## config.mk

```make
export PLATFORM = sky130hd
export DESIGN_NAME = decimal_amount_parser
export DESIGN_NICKNAME = d
export VERILOG_FILES = /design/src/hw/rtl/dap_pkg.sv /design/src/hw/rtl/decimal_amount_parser.sv
export SDC_FILE = /design/constraint.sdc
export NUM_CORES = 1
export LEC_CHECK = 0
export ABC_AREA = 1
export BUFFER_PORTS_ARGS = -buffer_cell sky130_fd_sc_hd__clkbuf_2
export CAP_MARGIN = 10
export CORE_UTILIZATION = 50
export DETAILED_ROUTE_END_ITERATION = 10
export GPL_TIMING_DRIVEN = 0
export PLACE_DENSITY = 0.74
export SYNTH_ARGS = -nofsm -noshare
export SYNTH_HDL_FRONTEND = slang
export SYNTH_SLANG_ARGS = --single-unit
```

## constraint.sdc

```tcl
create_clock -name clk -period 6.85 [get_ports clk]
set_clock_uncertainty 0.15 [all_clocks]
set_input_delay 1.37 -clock clk [delete_from_list [all_inputs] [get_ports clk]]
set_output_delay 1.37 -clock clk [all_outputs]
set_load 0.01 [all_outputs]
```

## src/hw/rtl/dap_pkg.sv

```systemverilog
// Package for the decimal amount parser: payload structs, status codes,
// character codes and the power-of-ten helper. No dependencies.
`default_nettype none

package dap_pkg;

  // Default configuration of the fixed-point format.
  localparam int FRAC_DIGITS_DEF      = 8;
  localparam int MAX_WHOLE_DIGITS_DEF = 14;

  // Width of the amount field and of the internal accumulator. Until
  // overflow is flagged the accumulator holds at most 2^63 - 1 between items,
  // and one step (times ten plus a scaled digit) stays below 2^68.
  localparam int AMT_W = 63;
  localparam int ACC_W = 68;

  // Character codes.
  localparam logic [7:0] CH_POINT = 8'h2E;
  localparam logic [7:0] CH_ZERO  = 8'h30;
  localparam logic [7:0] CH_NINE  = 8'h39;
  localparam logic [7:0] CH_SPACE = 8'h20;
  localparam logic [7:0] CH_TAB   = 8'h09;
  localparam logic [7:0] CH_CR    = 8'h0D;

  typedef enum logic [1:0] {
    ST_OK       = 2'd0,
    ST_BAD_CHAR = 2'd1,
    ST_TOO_LONG = 2'd2,
    ST_OVERFLOW = 2'd3
  } dap_status_t;

  typedef struct packed {
    logic [7:0] ch;
    logic       terminator;
  } dap_in_t;

  typedef struct packed {
    dap_status_t      status;
    logic [AMT_W-1:0] amount;
  } dap_out_t;

  // Ten to the power n, for small constant n.
  function automatic logic [ACC_W-1:0] pow10(input int n);
    logic [ACC_W-1:0] v;
    v = ACC_W'(1);
    for (int i = 0; i < n; i++) begin
      v = ACC_W'(v * ACC_W'(10));
    end
    return v;
  endfunction

endpackage

`default_nettype wire

```

## src/hw/rtl/decimal_amount_parser.sv

```systemverilog
// Decimal amount parser top level: character-serial parse of a decimal
// string into a fixed-point amount. Depends on dap_pkg.
`default_nettype none

// The block takes an amount string one character per transfer and returns
// one result transfer when a transfer marked as terminator arrives. Leading
// white space (bytes 9 to 13 and 32) is skipped, then come whole digits, an
// optional point with up to FRAC_DIGITS fraction digits, and trailing white
// space. The result is whole * 10^FRAC_DIGITS plus the fraction units, in
// units of 10^-FRAC_DIGITS. Status 1 reports a bad character (including a
// second point, a digit after trailing space, or one fraction digit too
// many), status 2 more than MAX_WHOLE_DIGITS whole digits, and status 3 a
// value above 2^63 - 1; the amount is zero unless the status is 0. Each
// character updates a scaled accumulator with one add, after a multiply by
// ten for a whole digit, so a character can be accepted on every clock, save
// a terminator while a result waits. The terminator loads the result
// register as it is accepted; the result is on the output the cycle after.
// Ordinary characters are accepted even while a result waits on the output;
// only a terminator waits until the output register is free or being taken.
// The parse state returns to its reset values after each terminator.
module decimal_amount_parser #(
  parameter int FRAC_DIGITS      = dap_pkg::FRAC_DIGITS_DEF,
  parameter int MAX_WHOLE_DIGITS = dap_pkg::MAX_WHOLE_DIGITS_DEF
) (
  input  wire logic             clk,
  input  wire logic             rst_n,
  input  wire logic             in_valid,
  output      logic             in_ready,
  input  wire dap_pkg::dap_in_t in_data,
  output      logic             out_valid,
  input  wire logic             out_ready,
  output      dap_pkg::dap_out_t out_data
);

  localparam int ACC_W = dap_pkg::ACC_W;
  localparam int AMT_W = dap_pkg::AMT_W;
  // The whole-digit count saturates at MAX_WHOLE_DIGITS + 1.
  localparam int WC_W  = $clog2(MAX_WHOLE_DIGITS + 2);
  localparam int FU_W  = $clog2(FRAC_DIGITS + 1);
  localparam logic [ACC_W-1:0] SCALE = dap_pkg::pow10(FRAC_DIGITS);

  typedef enum logic [4:0] {
    PH_LEAD  = 5'b00001,
    PH_WHOLE = 5'b00010,
    PH_FRAC  = 5'b00100,
    PH_TRAIL = 5'b01000,
    PH_ERR   = 5'b10000
  } phase_t;

  phase_t            phase_r, phase_nxt;
  // The accumulator holds whole * 10^FRAC_DIGITS plus the fraction units
  // taken so far. Once it passes 2^63 - 1 the sticky overflow flag is set
  // and its contents no longer matter.
  logic [ACC_W-1:0]  acc_r, acc_nxt;
  logic              ovf_r, ovf_nxt;
  logic [WC_W-1:0]   whole_count_r, whole_count_nxt;
  logic [FU_W-1:0]   frac_used_r, frac_used_nxt;

  logic              out_valid_r;
  dap_pkg::dap_out_t out_data_r;
  dap_pkg::dap_out_t result;

  logic              in_fire;
  logic              is_blank;
  logic              is_digit;
  logic              is_point;
  logic [ACC_W-1:0]  digit;
  logic [ACC_W-1:0]  place;
  logic [ACC_W-1:0]  whole_sum;
  logic [ACC_W-1:0]  frac_sum;

  // A terminator needs the output register; other characters do not.
  assign in_ready = !in_data.terminator || !out_valid_r || out_ready;
  assign in_fire  = in_valid && in_ready;

  assign is_blank = (in_data.ch == dap_pkg::CH_SPACE) ||
                    ((in_data.ch >= dap_pkg::CH_TAB) && (in_data.ch <= dap_pkg::CH_CR));
  assign is_digit = (in_data.ch >= dap_pkg::CH_ZERO) && (in_data.ch <= dap_pkg::CH_NINE);
  assign is_point = (in_data.ch == dap_pkg::CH_POINT);
  assign digit    = ACC_W'(in_data.ch[3:0]);

  // Weight of the next fraction digit: 10^(FRAC_DIGITS - 1 - frac_used).
  always_comb begin
    place = '0;
    for (int k = 0; k < FRAC_DIGITS; k++) begin
      if (frac_used_r == FU_W'(k)) begin
        place = dap_pkg::pow10(FRAC_DIGITS - 1 - k);
      end
    end
  end

  // Times ten is a pair of shifts; the digit scale is a constant multiply.
  assign whole_sum = (acc_r << 3) + (acc_r << 1) + ACC_W'(digit * SCALE);
  assign frac_sum  = acc_r + ACC_W'(digit * place);

  always_comb begin
    phase_nxt       = phase_r;
    acc_nxt         = acc_r;
    ovf_nxt         = ovf_r;
    whole_count_nxt = whole_count_r;
    frac_used_nxt   = frac_used_r;
    if (in_fire) begin
      if (in_data.terminator) begin
        phase_nxt       = PH_LEAD;
        acc_nxt         = '0;
        ovf_nxt         = 1'b0;
        whole_count_nxt = '0;
        frac_used_nxt   = '0;
      end else begin
        unique case (phase_r)
          PH_LEAD, PH_WHOLE: begin
            if (is_point) begin
              phase_nxt = PH_FRAC;
            end else if (is_blank) begin
              phase_nxt = (phase_r == PH_LEAD) ? PH_LEAD : PH_TRAIL;
            end else if (is_digit) begin
              phase_nxt = PH_WHOLE;
              // Digits past the limit are dropped; the count saturates.
              if (whole_count_r <= WC_W'(MAX_WHOLE_DIGITS)) begin
                acc_nxt         = whole_sum;
                ovf_nxt         = ovf_r || (|whole_sum[ACC_W-1:AMT_W]);
                whole_count_nxt = whole_count_r + WC_W'(1);
              end
            end else begin
              phase_nxt = PH_ERR;
            end
          end
          PH_FRAC: begin
            if (is_digit && (frac_used_r < FU_W'(FRAC_DIGITS))) begin
              acc_nxt       = frac_sum;
              ovf_nxt       = ovf_r || (|frac_sum[ACC_W-1:AMT_W]);
              frac_used_nxt = frac_used_r + FU_W'(1);
            end else if (is_blank) begin
              phase_nxt = PH_TRAIL;
            end else begin
              phase_nxt = PH_ERR;
            end
          end
          PH_TRAIL: begin
            if (!is_blank) begin
              phase_nxt = PH_ERR;
            end
          end
          default: begin
            phase_nxt = PH_ERR;
          end
        endcase
      end
    end
  end

  // Result of the string parsed so far, taken when a terminator arrives.
  always_comb begin
    result.amount = '0;
    priority if (phase_r == PH_ERR) begin
      result.status = dap_pkg::ST_BAD_CHAR;
    end else if (whole_count_r > WC_W'(MAX_WHOLE_DIGITS)) begin
      result.status = dap_pkg::ST_TOO_LONG;
    end else if (ovf_r) begin
      result.status = dap_pkg::ST_OVERFLOW;
    end else begin
      result.status = dap_pkg::ST_OK;
      result.amount = acc_r[AMT_W-1:0];
    end
  end

  always_ff @(posedge clk) begin
    if (!rst_n) begin
      phase_r       <= PH_LEAD;
      acc_r         <= '0;
      ovf_r         <= 1'b0;
      whole_count_r <= '0;
      frac_used_r   <= '0;
      out_valid_r   <= 1'b0;
    end else begin
      phase_r       <= phase_nxt;
      acc_r         <= acc_nxt;
      ovf_r         <= ovf_nxt;
      whole_count_r <= whole_count_nxt;
      frac_used_r   <= frac_used_nxt;
      if (in_fire && in_data.terminator) begin
        out_valid_r <= 1'b1;
      end else if (out_ready) begin
        out_valid_r <= 1'b0;
      end
    end
  end

  // The result register carries no reset; its valid flag guards it.
  always_ff @(posedge clk) begin
    if (in_fire && in_data.terminator) begin
      out_data_r <= result;
    end
  end

  assign out_valid = out_valid_r;
  assign out_data  = out_data_r;

endmodule

`default_nettype wire
```

==> implementation parameters <==
Parameter                              Value

Routing
  Post-route antenna net violation count ... 0
  Final WL ... around 74 mm
  Final routed wire length divided by cell count ... around 21 um
  Detailed Route Iter0 Violations ... 2031
  TritonRoute pass-1 iters ... 5
  Vias per cell ... ~5.6
  # DRC ... 0
  Vias ... between 15000 and 20000

Logic synthesis
  Synthesized area per cell ... approximately 6.3 um2
  Post-synthesis compound-gate area fraction ... between 10% and 20%
  XOR/XNOR Fraction of Synth Area ... 2.28%
  Cell area after technology mapping ... between 0.015 and 0.02 mm2
  Proportion of synthesized flip-flops having asynchronous set or reset ... 0%
  Warning count from the yosys run ... 0
  Flip-flop and latch count after synthesis ... approximately 150
  Largest family of logic cells by synthesized area ... simple AND/OR/NAND/NOR gates
  Mux cell area share after synthesis ... 0.0532%
  Largest cells by area after synthesis ... sky130_fd_sc_hd__nand2_1 (16%), sky130_fd_sc_hd__ha_1 (12%), sky130_fd_sc_hd__inv_1 (12%), sky130_fd_sc_hd__edfxtp_1 (10%), sky130_fd_sc_hd__fa_1 (9.5%)
  Post-synth net total ... between 3000 and 4000
  Arithmetic-cell share of the synthesized area counting full adders, half adders and majority gates ... 21.4%
  Sequential cell area fraction in the yosys report ... around a fifth
  Instance count of the mapped netlist ... around 3000
  Count of flip-flops with a built-in enable after synthesis ... between 60 and 70
  Simple-Gate Fraction of Synth Area ... between 30% and 40%
  Proportion of netlist area held by the largest area contributor ... between 15 and 20%
  Number of different library cells in the post-synthesis netlist ... 51
  Post-synthesis cell type with the largest combined area ... sky130_fd_sc_hd__nand2_1
  Primary flip-flop cell chosen by synthesis mapping ... sky130_fd_sc_hd__dfxtp_1

Power and ir drop
  Internal power component ... roughly 2.1 mW
  Leakage dissipation ... around 10 nW
  Switching power ... ~1.7 mW
  PwrDens ... between 150 and 200 mW/mm2
  Sw frac ... approximately 45%
  Maximum vdd ir drop ... roughly 0.00022 V
  Total power ... a little under 4 mW
  Proportion of power drawn by combinational gates ... 47.4%
  Clk pwr share ... 26.3%
  Part of the total power dissipated in sequential elements ... between 20% and 30%

Setup path
  Start of the worst register-to-register path ... frac_used_r[0]
  Category of the worst setup path capture point ... flop
  Critical path startpoint category ... input pin
  Classification of the worst setup path ... in -> reg
  Maximum net fanout on the critical path ... 12
  Worst R2R Setup Slack ... approximately 570 ps
  Arrival time of the worst setup path ... approximately 6900 ps
  Cell mode on critical path ... sky130_fd_sc_hd__nand2_1
  Required time of the critical path ... approximately 7100 ps
  Crit-path slowest cell ... sky130_fd_sc_hd__fa_1
  Longest individual stage delay on the worst path ... around 450 ps
  FF-to-FF path depth ... 26
  Capturing point of the worst reg2reg path ... acc_r[35]

Placement
  Placed Cells ... about 3500
  Worst-case setup slack after placement ... -1790 ps
  Weighted congestion at the end of routability-driven global placement ... approximately 1.1
  Detailed Place HPWL ... around 61 mm
  Port Buf Inserts ... just under 80
  Placed cell areas ... 0.0198 mm2

Hold path
  Endpoint of the worst hold path ... acc_r[19]
  Worst hold stages ... 2
  Type of the worst min-delay path ... reg -> reg
  Hold Startpoint ... acc_r[19]

CTS
  Maximum root-to-sink buffer count ... 2
  Buffer cell driving the clock tree root ... sky130_fd_sc_hd__clkbuf_16
  Clock transition at the registers of the reported paths ... about 70 ps
  Clock sink total ... roughly 150
  CTS HTree Levels ... 4
  TritonCTS clock tree ... built
  CTS buffer count ... 17
  Later-pin clock latency in the skew report ... around 480 ps
  Total of hold buffers inserted after clock tree synthesis ... 0

Global routing
  GRT Total Usage ... roughly two fifths
  Global-route wire length before repair ... around 110 mm
  Global route overflow ... 0
  Via count of the first global-routing pass ... around 19000
  Antenna violations before repair ... 1
  Largest net degree at the start of global routing ... 40

Layout
  Total number of nets in the final design ... around 3400
  Number of diodes ... 0
  Proportion of layout cells with a drive suffix above 1 ... roughly 6.5%
  Signed area change from the synthesized netlist to the final layout ... 9.92%
  Count of placed standard cells in the final layout, fillers left out ... 3567
  Final Cell Area ... a little over 0.02 mm2
  Post-layout util ... around 56%

STA
  Final Max Slew Viols ... 0
  Crit path setup slack, layout ... between 200 and 250 ps
  Fmax achieved ... between 0.15 and 0.2 GHz
  Fin Setup TNS ... 0 ps
  Transition time of the tightest slew-check pin ... roughly 1100 ps
  Share of the clock period used by the worst path ... a little under 100%
  Max-slew headroom ... between 20 and 30%
  Post-route minimum period ... 6640 ps
  Final Hold Vio Count ... 0
  Number of setup violations in the final report ... 0
  Worst Hold Slack ... 319 ps
  RSZ-0062 raised after global routing ... yes

Floorplanning
  Placeable core region ... around 0.037 mm2
  Num ports ... 80
  Number of standard-cell rows in the floorplan ... 70
  Overall die height ... around 200 um
  Width of the chip ... 196 um
  Die ar. ... about 0.038 mm2
  Initial Util ... approximately 51%

Flow run
  Count of maximum capacitance violations ... 0

Outcome
  Run status ... finished, final reports clean
-- cells in the mapped netlist (10+ instances only) --
cell                       instances
sky130_fd_sc_hd__nand3_1         170
sky130_fd_sc_hd__nand3b_1         10
sky130_fd_sc_hd__or2_2            17
sky130_fd_sc_hd__o21bai_1         26
sky130_fd_sc_hd__xnor2_1          17
sky130_fd_sc_hd__nor4_1           10
sky130_fd_sc_hd__inv_1           583
sky130_fd_sc_hd__clkbuf_1         34
sky130_fd_sc_hd__a21oi_1         232
sky130_fd_sc_hd__o21ai_0          75
sky130_fd_sc_hd__fa_1             89
sky130_fd_sc_hd__edfxtp_1         65
sky130_fd_sc_hd__dfxtp_1          83
sky130_fd_sc_hd__o211ai_1         22
sky130_fd_sc_hd__a21o_1           11
sky130_fd_sc_hd__ha_1            179
sky130_fd_sc_hd__nor3_1           40
sky130_fd_sc_hd__nand2_1         784
sky130_fd_sc_hd__nand4_1          33
sky130_fd_sc_hd__xor2_1           32
sky130_fd_sc_hd__nor2_1          390
sky130_fd_sc_hd__o21ai_1          10
-- critical path: cells and delay by family --
kind / cells / cell delay [ps]
adder cells (fa/ha/maj): 5 / 1820
AO/OA/AOI/OAI: 8 / 1570
buffers and inverters: 5 / 710
AND/OR/NAND/NOR: 12 / 1240
XOR/XNOR: 1 / 170
-- worst max path at each step --
stage                endpoint  startpoint
floorplan           acc_r[53]  in_data[2]
global placement    acc_r[51]  in_data[1]
detailed placement  acc_r[51]  in_data[1]
CTS                     ovf_r  in_data[3]
global route            ovf_r  in_data[3]
finish              acc_r[51]  in_data[3]
-- state kept, by name, indices dropped and copies added (netlist names) --
name           flops
acc_r             68
frac_used_r        4
out_data          65
out_valid          1
ovf_r              1
phase_r            5
whole_count_r      4
-- logic make-up (layout without fill, tap and decap cells) --
| family | after synthesis | count (layout) |
|---|---|---|
| compound gates | 404 | 404 |
| xor+xnor | 49 | 49 |
| fa+ha+maj | 268 | 268 |
| buf+inv | 634 | 751 |
| flops | 148 | 148 |
| mux | 1 | 1 |
| simple gates | 1478 | 1478 |
-- power by group through the flow --
stage	Combinational, mW	Sequential (mW)	Clock, mW
floorplan	1.17	1.02	0
global placement	1.65	1.03	0
detailed placement	1.68	1.03	0
CTS	1.73	1.01	1.01
global route	2.00	1.02	1.05
finish	1.82	1.01	1.01
-- metal layers --
layer  wire [um]  part of all wire [%]  vias up  track usage (%)
li1            -                     -     9612                -
met1       31100                    42     9314             51.9
met2       33300                    45      902             63.6
met3        6800                   9.2      145             6.67
met4        2340                   3.2        0             13.1
met5           0                     0        -                0
-- timing repair --
action / CTS / global route
cloned: 0 / 0
endpoints found under the hold margin: 0 / 0
buffers inserted: 6 / 1
setup endpoints to repair: 45 / 43
pin swaps: 2 / 7
gates resized for setup: 25 / 35
-- area by class of cell --
cell class / count / area, um2
plain buffers: 45 / 193
well taps: 468 / 586
clock buffers: 22 / 495
repair buffers: 87 / 503
clock inverters: 10 / 108
fillers: 3784 / 16100
flip-flops and latches: 148 / 3610
inverters: 587 / 2210
multi-input cells: 2200 / 13000
-- cells in the final DEF, fill, tap and decap left out, types with 5 or more instances in the layout --
master	netlist	routed
sky130_fd_sc_hd__a21o_1	11	11
sky130_fd_sc_hd__a21oi_1	232	224
sky130_fd_sc_hd__inv_2	4	5
sky130_fd_sc_hd__buf_2	8	7
sky130_fd_sc_hd__xor2_1	32	30
sky130_fd_sc_hd__fa_1	89	88
sky130_fd_sc_hd__a211oi_1	5	5
sky130_fd_sc_hd__a31oi_1	5	5
sky130_fd_sc_hd__o211ai_1	22	22
sky130_fd_sc_hd__nand4_1	33	33
sky130_fd_sc_hd__clkbuf_8	0	5
sky130_fd_sc_hd__nor4_1	10	10
sky130_fd_sc_hd__o21bai_1	26	24
sky130_fd_sc_hd__buf_4	2	10
sky130_fd_sc_hd__nand2_1	784	777
sky130_fd_sc_hd__edfxtp_1	65	65
sky130_fd_sc_hd__nor2_2	1	6
sky130_fd_sc_hd__a21oi_2	1	9
sky130_fd_sc_hd__xnor2_1	17	17
sky130_fd_sc_hd__dfxtp_1	83	83
sky130_fd_sc_hd__or2_2	17	17
sky130_fd_sc_hd__nand3_2	3	6
sky130_fd_sc_hd__ha_1	179	174
sky130_fd_sc_hd__clkbuf_1	34	32
sky130_fd_sc_hd__clkbuf_2	0	75
sky130_fd_sc_hd__inv_1	583	580
sky130_fd_sc_hd__clkbuf_16	0	18
sky130_fd_sc_hd__and2_1	9	9
sky130_fd_sc_hd__nand3_1	170	167
sky130_fd_sc_hd__nand2_2	0	7
sky130_fd_sc_hd__clkinvlp_4	0	5
sky130_fd_sc_hd__nor2_1	390	385
sky130_fd_sc_hd__nor3_1	40	39
sky130_fd_sc_hd__o21ai_1	10	13
sky130_fd_sc_hd__nand3b_1	10	10
sky130_fd_sc_hd__o21ai_0	75	69
(Power assumes the default switching activity.)
